File: config.mk
export PLATFORM = sky130hd
export DESIGN_NAME = kmer_anchor_chainer_top
export DESIGN_NICKNAME = d
export VERILOG_FILES = /design/src/rtl/core/kac_pkg.sv /design/src/rtl/core/kac_ram.sv /design/src/rtl/core/kac_pair.sv /design/src/rtl/core/kmer_anchor_chainer_top.sv
export VERILOG_INCLUDE_DIRS = /design/src /design/src/rtl/core
export SDC_FILE = /design/constraint.sdc
export NUM_CORES = 2
export LEC_CHECK = 0
export ABC_AREA = 1
export BUFFER_PORTS_ARGS = -buffer_cell sky130_fd_sc_hd__buf_2
export CAP_MARGIN = 20
export CORE_MARGIN = 2
export CORE_UTILIZATION = 57
export CTS_BUF_LIST = sky130_fd_sc_hd__clkbuf_4
export DETAILED_ROUTE_END_ITERATION = 10
export MAX_ROUTING_LAYER = met4
export PLACE_DENSITY = 0.83
export SLEW_MARGIN = 20
export SYNTH_ARGS = -nofsm -noshare
export SYNTH_HDL_FRONTEND = slang
export SYNTH_HIERARCHICAL = 1
export SYNTH_SLANG_ARGS = --single-unit
File: constraint.sdc
create_clock -name clk_i -period 15.16 [get_ports clk_i]
set_clock_uncertainty 0.2 [all_clocks]
set_input_delay 0.758 -clock clk_i [delete_from_list [all_inputs] [get_ports clk_i]]
set_output_delay 0.758 -clock clk_i [all_outputs]
set_load 0.01 [all_outputs]
File: src/rtl/core/kmer_anchor_chainer_top_assert.svh
// Assertion macros for the k-mer anchor chainer.
// Included by the modules that carry concurrent assertions; no dependencies.
`ifndef KMER_ANCHOR_CHAINER_TOP_ASSERT_SVH
`define KMER_ANCHOR_CHAINER_TOP_ASSERT_SVH
`ifndef SYNTHESIS
`define KAC_ASSERT(lbl, clk, rstn, prop) \
  lbl: assert property (@(posedge clk) disable iff (!rstn) (prop)) else $error("assert failed");
`define KAC_ASSERT_NEXT(lbl, clk, rstn, ante, cons) \
  lbl: assert property (@(posedge clk) disable iff (!rstn) (ante) |=> (cons)) \
    else $error("assert failed");
`else
`define KAC_ASSERT(lbl, clk, rstn, prop)
`define KAC_ASSERT_NEXT(lbl, clk, rstn, ante, cons)
`endif
`endif

File: src/rtl/core/kac_pkg.sv
// Shared types and constants of the k-mer anchor chainer.
// No dependencies.
`default_nettype none
package kac_pkg;
  localparam int MAX_ANCHORS = 32;
  localparam int POS_BITS = 20;
  localparam int GAP_BITS = 20;
  localparam int SKEW_BITS = 9;
  localparam int IDX_BITS = $clog2(MAX_ANCHORS);
  localparam int CNT_BITS = $clog2(MAX_ANCHORS + 1);
  localparam int CFG_IDX_BITS = 2;
  localparam int CFG_DATA_BITS = 20;
  localparam logic [CFG_IDX_BITS-1:0] REG_GAP_LIMIT = 2'd0;
  localparam logic [CFG_IDX_BITS-1:0] REG_SKEW_LIMIT = 2'd1;
  localparam logic [GAP_BITS-1:0] GAP_RESET = 20'd200;
  localparam logic [SKEW_BITS-1:0] SKEW_RESET = 9'd51;

  typedef struct packed {
    logic [POS_BITS-1:0] anchor_pos_a;
    logic [POS_BITS-1:0] anchor_pos_b;
    logic                anchor_forward;
    logic                anchor_final;
  } in_word_t;

  typedef struct packed {
    logic [POS_BITS-1:0] chain_pos_a;
    logic [POS_BITS-1:0] chain_pos_b;
    logic                chain_forward;
    logic                chain_end;
  } out_word_t;

  typedef struct packed {
    logic [POS_BITS-1:0] pos_a;
    logic [POS_BITS-1:0] pos_b;
    logic                fwd;
  } anchor_t;
endpackage
`default_nettype wire

File: src/rtl/core/kac_ram.sv
// Simple dual-port RAM with one write port and a registered read port.
// No dependencies.
`default_nettype none
module kac_ram #(
  parameter int WIDTH = 8,
  parameter int DEPTH = 32
) (
  input  wire logic                     clk_i,
  input  wire logic                     we_i,
  input  wire logic [$clog2(DEPTH)-1:0] waddr_i,
  input  wire logic [WIDTH-1:0]         wdata_i,
  input  wire logic                     re_i,
  input  wire logic [$clog2(DEPTH)-1:0] raddr_i,
  output logic      [WIDTH-1:0]         rdata_o
);
  logic [WIDTH-1:0] mem [DEPTH];

  always_ff @(posedge clk_i) begin
    if (we_i) begin
      mem[waddr_i] <= wdata_i;
    end
  end

  always_ff @(posedge clk_i) begin
    if (re_i) begin
      rdata_o <= mem[raddr_i];
    end
  end
endmodule
`default_nettype wire

File: src/rtl/core/kac_pair.sv
// Pair acceptance test of the greedy chain walk.
// Depends on kac_pkg.
`default_nettype none
module kac_pair (
  input  wire kac_pkg::anchor_t                  cur_i,
  input  wire kac_pkg::anchor_t                  nxt_i,
  input  wire logic [kac_pkg::GAP_BITS-1:0]      gap_limit_i,
  input  wire logic [kac_pkg::SKEW_BITS-1:0]     skew_limit_i,
  output logic                                   b_less_o,
  output logic                                   pair_ok_o
);
  localparam int CW = (kac_pkg::POS_BITS > kac_pkg::GAP_BITS) ?
                      kac_pkg::POS_BITS : kac_pkg::GAP_BITS;
  localparam int PW = kac_pkg::POS_BITS + kac_pkg::SKEW_BITS;

  logic [kac_pkg::POS_BITS-1:0] d1, d2, hi, lo;
  logic [PW-1:0] lhs, rhs;

  always_comb begin
    b_less_o = cur_i.pos_b < nxt_i.pos_b;
    d1 = nxt_i.pos_a - cur_i.pos_a;
    d2 = nxt_i.pos_b - cur_i.pos_b;
    hi = (d1 > d2) ? d1 : d2;
    lo = (d1 > d2) ? d2 : d1;
    lhs = {1'b0, hi - lo, 8'd0};
    rhs = PW'(skew_limit_i) * PW'(hi);
    pair_ok_o = b_less_o && (CW'(d1) < CW'(gap_limit_i)) &&
                (CW'(d2) < CW'(gap_limit_i)) && (lhs < rhs);
  end
endmodule
`default_nettype wire

File: src/rtl/core/kmer_anchor_chainer_top.sv
// An anchor is accepted in S_IDLE. A later anchor of the set is placed by insertion:
// S_SHIFT moves each stored anchor with larger pos_a up a slot, then the anchor is written,
// with the input held off. The walk starts in S_CHAIN and S_LDCUR, uses S_CMP per compared entry,
// S_EMIT1 and S_EMIT2 per accepted pair and S_FIN for the closing word, stalled by the one-word output register.
// Reset clears the anchor count and loads gap_limit 200 and skew_limit_q8 51.
// Depends on kac_pkg, kac_ram, kac_pair and kmer_anchor_chainer_top_assert.svh.
`default_nettype none
`include "kmer_anchor_chainer_top_assert.svh"
module kmer_anchor_chainer_top (
  input  wire logic                              clk_i,
  input  wire logic                              rst_ni,
  input  wire logic                              cfg_we_i,
  input  wire logic [kac_pkg::CFG_IDX_BITS-1:0]  cfg_idx_i,
  input  wire logic [kac_pkg::CFG_DATA_BITS-1:0] cfg_wdata_i,
  input  wire logic                              in_valid_i,
  output logic                                   in_ready_o,
  input  wire kac_pkg::in_word_t                 in_data_i,
  output logic                                   out_valid_o,
  input  wire logic                              out_ready_i,
  output kac_pkg::out_word_t                     out_data_o
);
  localparam int IW = kac_pkg::IDX_BITS;
  localparam int CW = kac_pkg::CNT_BITS;
  localparam int AW = $bits(kac_pkg::anchor_t);

  typedef enum logic [3:0] {
    S_IDLE, S_SHIFT, S_PLACE, S_CHAIN, S_LDCUR, S_CMP, S_EMIT1, S_EMIT2, S_FIN
  } state_e;

  state_e state_q;
  logic [CW-1:0] count_q, nx_q;
  logic [IW-1:0] j_q;
  logic fin_q, pend_v_q, out_v_q;
  kac_pkg::anchor_t t_q, first_q, cur_q, nxt_q, pend_q, in_anchor, rdata;
  kac_pkg::out_word_t out_q;
  logic [kac_pkg::GAP_BITS-1:0] gap_q;
  logic [kac_pkg::SKEW_BITS-1:0] skew_q;

  logic ram_we, ram_re;
  logic [IW-1:0] ram_waddr, ram_raddr;
  logic [AW-1:0] ram_wdata, ram_rdata;
  logic in_fire, slot_free, out_load, greater, b_less, pair_ok;
  logic [CW:0] nx_inc, nx_inc2;

  assign in_ready_o = (state_q == S_IDLE);
  assign in_fire = in_valid_i && in_ready_o;
  assign slot_free = !out_v_q || out_ready_i;
  assign out_load = slot_free &&
                    ((state_q == S_EMIT1) || (state_q == S_EMIT2) || (state_q == S_FIN));
  assign out_valid_o = out_v_q;
  assign out_data_o = out_q;
  assign in_anchor = '{pos_a: in_data_i.anchor_pos_a, pos_b: in_data_i.anchor_pos_b,
                       fwd: in_data_i.anchor_forward};
  assign rdata = kac_pkg::anchor_t'(ram_rdata);
  assign greater = rdata.pos_a > t_q.pos_a;
  assign nx_inc = {1'b0, nx_q} + 1'b1;
  assign nx_inc2 = {1'b0, nx_q} + 2'd2;

  kac_ram #(.WIDTH(AW), .DEPTH(kac_pkg::MAX_ANCHORS)) u_store (
    .clk_i   (clk_i),
    .we_i    (ram_we),
    .waddr_i (ram_waddr),
    .wdata_i (ram_wdata),
    .re_i    (ram_re),
    .raddr_i (ram_raddr),
    .rdata_o (ram_rdata)
  );

  kac_pair u_pair (
    .cur_i        (cur_q),
    .nxt_i        (rdata),
    .gap_limit_i  (gap_q),
    .skew_limit_i (skew_q),
    .b_less_o     (b_less),
    .pair_ok_o    (pair_ok)
  );

  always_comb begin
    ram_we = 1'b0;
    ram_re = 1'b0;
    ram_waddr = j_q;
    ram_wdata = AW'(t_q);
    ram_raddr = '0;
    case (state_q)
      S_IDLE: begin
        if (in_fire && (count_q < CW'(kac_pkg::MAX_ANCHORS))) begin
          if (count_q == '0) begin
            ram_we = 1'b1;
            ram_waddr = '0;
            ram_wdata = AW'(in_anchor);
          end else begin
            ram_re = 1'b1;
            ram_raddr = IW'(count_q - 1'b1);
          end
        end
      end
      S_SHIFT: begin
        ram_we = 1'b1;
        if (greater) begin
          ram_wdata = ram_rdata;
          if (j_q != IW'(1)) begin
            ram_re = 1'b1;
            ram_raddr = j_q - IW'(2);
          end
        end
      end
      S_PLACE: ram_we = 1'b1;
      S_CHAIN: ram_re = 1'b1;
      S_LDCUR: begin
        if ({1'b0, nx_q} < {1'b0, count_q}) begin
          ram_re = 1'b1;
          ram_raddr = nx_q[IW-1:0];
        end
      end
      S_CMP: begin
        if (!pair_ok && (nx_inc < {1'b0, count_q})) begin
          ram_re = 1'b1;
          ram_raddr = nx_inc[IW-1:0];
        end
      end
      S_EMIT2: begin
        if (slot_free && (nx_inc < {1'b0, count_q})) begin
          ram_re = 1'b1;
          ram_raddr = nx_inc[IW-1:0];
        end
      end
      default: ;
    endcase
  end

  always_ff @(posedge clk_i or negedge rst_ni) begin
    if (!rst_ni) begin
      state_q <= S_IDLE;
      count_q <= '0;
      nx_q <= '0;
      j_q <= '0;
      fin_q <= 1'b0;
      pend_v_q <= 1'b0;
      out_v_q <= 1'b0;
      t_q <= '0;
      first_q <= '0;
      cur_q <= '0;
      nxt_q <= '0;
      pend_q <= '0;
      out_q <= '0;
      gap_q <= kac_pkg::GAP_RESET;
      skew_q <= kac_pkg::SKEW_RESET;
    end else begin
      if (cfg_we_i) begin
        if (cfg_idx_i == kac_pkg::REG_GAP_LIMIT) begin
          gap_q <= cfg_wdata_i[kac_pkg::GAP_BITS-1:0];
        end else if (cfg_idx_i == kac_pkg::REG_SKEW_LIMIT) begin
          skew_q <= cfg_wdata_i[kac_pkg::SKEW_BITS-1:0];
        end
      end
      if (out_load) begin
        out_v_q <= 1'b1;
      end else if (out_ready_i) begin
        out_v_q <= 1'b0;
      end
      case (state_q)
        S_IDLE: begin
          if (in_fire) begin
            t_q <= in_anchor;
            fin_q <= in_data_i.anchor_final;
            j_q <= count_q[IW-1:0];
            if (count_q < CW'(kac_pkg::MAX_ANCHORS)) begin
              if (count_q == '0) begin
                first_q <= in_anchor;
                count_q <= CW'(1);
                state_q <= in_data_i.anchor_final ? S_CHAIN : S_IDLE;
              end else begin
                state_q <= S_SHIFT;
              end
            end else if (in_data_i.anchor_final) begin
              state_q <= S_CHAIN;
            end
          end
        end
        S_SHIFT: begin
          if (greater) begin
            j_q <= j_q - 1'b1;
            if (j_q == IW'(1)) begin
              state_q <= S_PLACE;
            end
          end else begin
            count_q <= count_q + 1'b1;
            state_q <= fin_q ? S_CHAIN : S_IDLE;
          end
        end
        S_PLACE: begin
          count_q <= count_q + 1'b1;
          state_q <= fin_q ? S_CHAIN : S_IDLE;
        end
        S_CHAIN: begin
          pend_q <= first_q;
          pend_v_q <= 1'b1;
          nx_q <= CW'(1);
          state_q <= S_LDCUR;
        end
        S_LDCUR: begin
          cur_q <= rdata;
          state_q <= ({1'b0, nx_q} < {1'b0, count_q}) ? S_CMP : S_FIN;
        end
        S_CMP: begin
          if (pair_ok) begin
            nxt_q <= rdata;
            state_q <= S_EMIT1;
          end else begin
            if (b_less) begin
              cur_q <= rdata;
            end
            nx_q <= nx_inc[CW-1:0];
            if (!(nx_inc < {1'b0, count_q})) begin
              state_q <= S_FIN;
            end
          end
        end
        S_EMIT1: begin
          if (slot_free) begin
            out_q <= '{chain_pos_a: pend_q.pos_a, chain_pos_b: pend_q.pos_b,
                       chain_forward: pend_q.fwd, chain_end: 1'b0};
            pend_q <= cur_q;
            state_q <= S_EMIT2;
          end
        end
        S_EMIT2: begin
          if (slot_free) begin
            out_q <= '{chain_pos_a: pend_q.pos_a, chain_pos_b: pend_q.pos_b,
                       chain_forward: pend_q.fwd, chain_end: 1'b0};
            pend_q <= nxt_q;
            nx_q <= nx_inc2[CW-1:0];
            state_q <= (nx_inc < {1'b0, count_q}) ? S_LDCUR : S_FIN;
          end
        end
        S_FIN: begin
          if (slot_free) begin
            out_q <= '{chain_pos_a: pend_q.pos_a, chain_pos_b: pend_q.pos_b,
                       chain_forward: pend_q.fwd, chain_end: 1'b1};
            pend_v_q <= 1'b0;
            count_q <= '0;
            state_q <= S_IDLE;
          end
        end
        default: state_q <= S_IDLE;
      endcase
    end
  end

  `KAC_ASSERT(a_count_max, clk_i, rst_ni, count_q <= CW'(kac_pkg::MAX_ANCHORS))
  `KAC_ASSERT(a_shift_j, clk_i, rst_ni, (state_q != S_SHIFT) || (j_q != '0))
  `KAC_ASSERT(a_fin_pend, clk_i, rst_ni, (state_q != S_FIN) || pend_v_q)
  `KAC_ASSERT_NEXT(a_emit_seq, clk_i, rst_ni, (state_q == S_EMIT1) && slot_free,
                   (state_q == S_EMIT2) && out_v_q)
endmodule
`default_nettype wire
==> results.toml <==
[status]
outcome = "finished, final reports clean"

[timing]
finalCritPeriodShare_pct = 94.0
slew_viol_final = 0
fin_hold_ws_ns = 0.0828
fmax_ghz = 0.0702
setup_viol = 0
final-hold-violation-count = 0
fin_setup_tns_ns = 0
slew_headroom_pct = 18.6
tightestPinTransition_ns = 1.22
layout_min_cycle_time_ns = 14.25
rsz0062_at_grt = "false"

[placed_design]
place.gp.congestion = 1.02
port_buffers = 112
dpl.hpwl_um = 141000

[synthesis]
synth_fp_nets = 8294
synth_warnings = 6
synth_cell_types = 66
ys_ff_latch = 1652
ys_seq_area_share_pct = 59.1
synthArstFlopShare_pct = 18.1
synth_area_per_cell_um2 = 10.3
syn_area_mm2 = 0.0815
yosys_most_used_dff = "edfxtp_1"
synth_edf_count = 1353
netlist_instances = 7891

[global_route]
grt_pass1_vias = 61400
grt_busiest_layer = "met2"
grt_use_met2_pct = 50.4
antenna_found_initial = 12
grt_max_degree = 178
track_usage_pct = 33.0
gr-total-overflow = 0
grt_util_met3_pct = 8.37
grt_pass1_wl_um = 357000
met1_usage_pct = 41.2

[critical_path]
critPathKind = "reg2reg"
r2r_start = "u_store/rdata_o[21]$_DFFE_PP_"
rr_worst_depth = 66
cp_slowest_cell = "edfxtp_1"
slowest_delay_ns = 0.57
required_ns = 15.95
cp_top_family = "simple AND/OR/NAND/NOR gates"
critical_path.startpoint_type = "register"
path_buf_inv = 11
worstPathArrival_ns = 15.04
worst_path_most_repeated_cell = "nand2_1"
r2r_end = "u_store/rdata_o[5]$_DFFE_PP_"
critPathMaxFanout = 38
endpoint_kind = "register"
rrSetupSlack_ns = 0.91

[detailed_routing]
first_pass_iters = 7
ant_nets = 0
wl_per_cell_um = 22.6
dr_total_vias = 62700
drt_iter0_markers = 8480
viasPerCell = 6.00
drt_wl_total_um = 237000
drc = 0

[die]
rows = 138
start_util_pct = 57.5
dieArea_mm2 = 0.146
die_w_um = 382
core_mm2 = 0.142
die_y_um = 382
ios = 113

[cells_and_area]
nNetsFinal = 8663
multiInputGateArea_mm2 = 0.0287
nFillCells = 10500
register_area_mm2 = 0.0481
drive_above_1_share_pct = 15.5
syn2layout_area_growth_pct = 9.75

[min_path]
worstHoldStart = "cfg_wdata_i[18]"
min_path_cells = 3
hold_end = "gap_q[18]$_DFFE_PN0P_"
hp-class = "in2reg"

[clocking]
root_buffer = "clkbuf_4"
clock_latency_ns = 1.35
cts_setup_buffers = 0
cts_sinks = 1652
tritoncts = "yes"
clk_pin_slew_ns = 0.07
htreeDepth = 5
numCtsBuffers = 414
cts.path.max_buffers = 4

[flow_run]
maxCapViolCount = 0
## worst min-delay path: stages
cell and delay (ns):
dlygate4sd3_1 0.53, buf_2 0.10, mux2_2 0.13
## cells in the mapped netlist, types with 102 or more instances
cell type  number  share of area [%]
edfxtp_1     1353                 50
fa_1          129                3.2
nand2_2       222                1.7
buf_2         154               0.95
a21oi_1       107               0.66
o21ai_0       193                1.2
inv_1         502                2.3
nand4_1       102               0.78
nand3_1      1105                6.8
nor2_1        300                1.4
dfrtp_1       292                9.0
ha_1          205                3.1
nand2_1      2517                 12
## through the flow
stage	instances	instance area, um2	worst slack, ns	util (%)
global route	10500	89400	0.0389	63.1
detailed placement	9635	83300	0.549	58.7
finish	10500	89400	0.910	63.1
CTS	10400	89200	0.473	63.0
global placement	9632	83200	0.661	58.7
floorplan	7891	81500	3.51	-
## placed cells by master (no fill, tap or decap), types with 12 or more instances in the layout
cell type	instances
a21oi_1	107
a41oi_1	41
buf_12	31
buf_2	111
buf_4	109
clkbuf_4	601
clkinv_1	93
clkinv_2	12
dfrtp_1	292
dlygate4sd3_1	94
edfxtp_1	1353
fa_1	129
ha_1	205
inv_1	500
inv_2	29
mux2_2	43
nand2_1	2516
nand2_2	223
nand3_1	1091
nand3_2	67
nand3b_1	12
nand4_1	102
nor2_1	267
nor2_4	41
o21ai_0	193
o21ai_1	47
o22ai_1	25
xnor2_1	36
xor2_1	44
## flip-flops by register name, summed over array words and instances (netlist names)
name	count
out_valid_o	1
out_data_o	42
count_q	6
skew_q	9
nxt_q	41
u_store/mem	1312
cur_q	41
fin_q	1
first_q	41
j_q	5
pend_q	41
nx_q	6
state_q	4
t_q	41
gap_q	20
u_store/rdata_o	41
## routing by layer
metal / routed length (um) / vias up
li1: - / 27700
met1: 82400 / 29600
met2: 108000 / 4558
met3: 33100 / 917
met4: 13200 / 0
met5: 0 / -
## layout make-up
class | instances | area share, %
inverters | 534 | 2.29
repair buffers | 357 | 3.53
well taps | 1890 | 2.64
diodes | 11 | 0.0308
multi-input cells | 5301 | 32.1
clock inverters | 110 | 0.546
clock buffers | 601 | 5.05
flip-flops and latches | 1652 | 53.8
## worst max path at each step
stage	from	to	slack (ns)	cells past startpoint
after global placement	u_store/rdata_o[21]$_DFFE_PP_	u_store/rdata_o[5]$_DFFE_PP_	0.66	67
after global routing	u_store/rdata_o[21]$_DFFE_PP_	u_store/rdata_o[5]$_DFFE_PP_	0.04	66
final	u_store/rdata_o[21]$_DFFE_PP_	u_store/rdata_o[5]$_DFFE_PP_	0.91	66
after floorplan	u_store/rdata_o[21]$_DFFE_PP_	u_store/rdata_o[0]$_DFFE_PP_	3.51	57
after detailed placement	u_store/rdata_o[21]$_DFFE_PP_	u_store/rdata_o[5]$_DFFE_PP_	0.55	67
after CTS	u_store/rdata_o[21]$_DFFE_PP_	u_store/rdata_o[5]$_DFFE_PP_	0.47	67
## kinds of logic after synthesis
group,count (synthesis),synth area share (%)
AOI/OAI and AO/OA,477,3.39
and+or+nand+nor,4358,23.5
DFF,1652,59.1
xor gates and xnor gates,80,0.860
muxes,52,0.719
buffers and inverters,938,6.14
adders and majority gates,334,6.32
## timing repair
action	CTS	global route
resized for setup	0	11
hold endpoints to repair	245	0
endpoints found under the setup margin	0	68
hold buffers	95	0
Power is left out: the tool's default activity adds up to more than one toggle a clock period on the data nets, which glitch-free logic cannot reach.
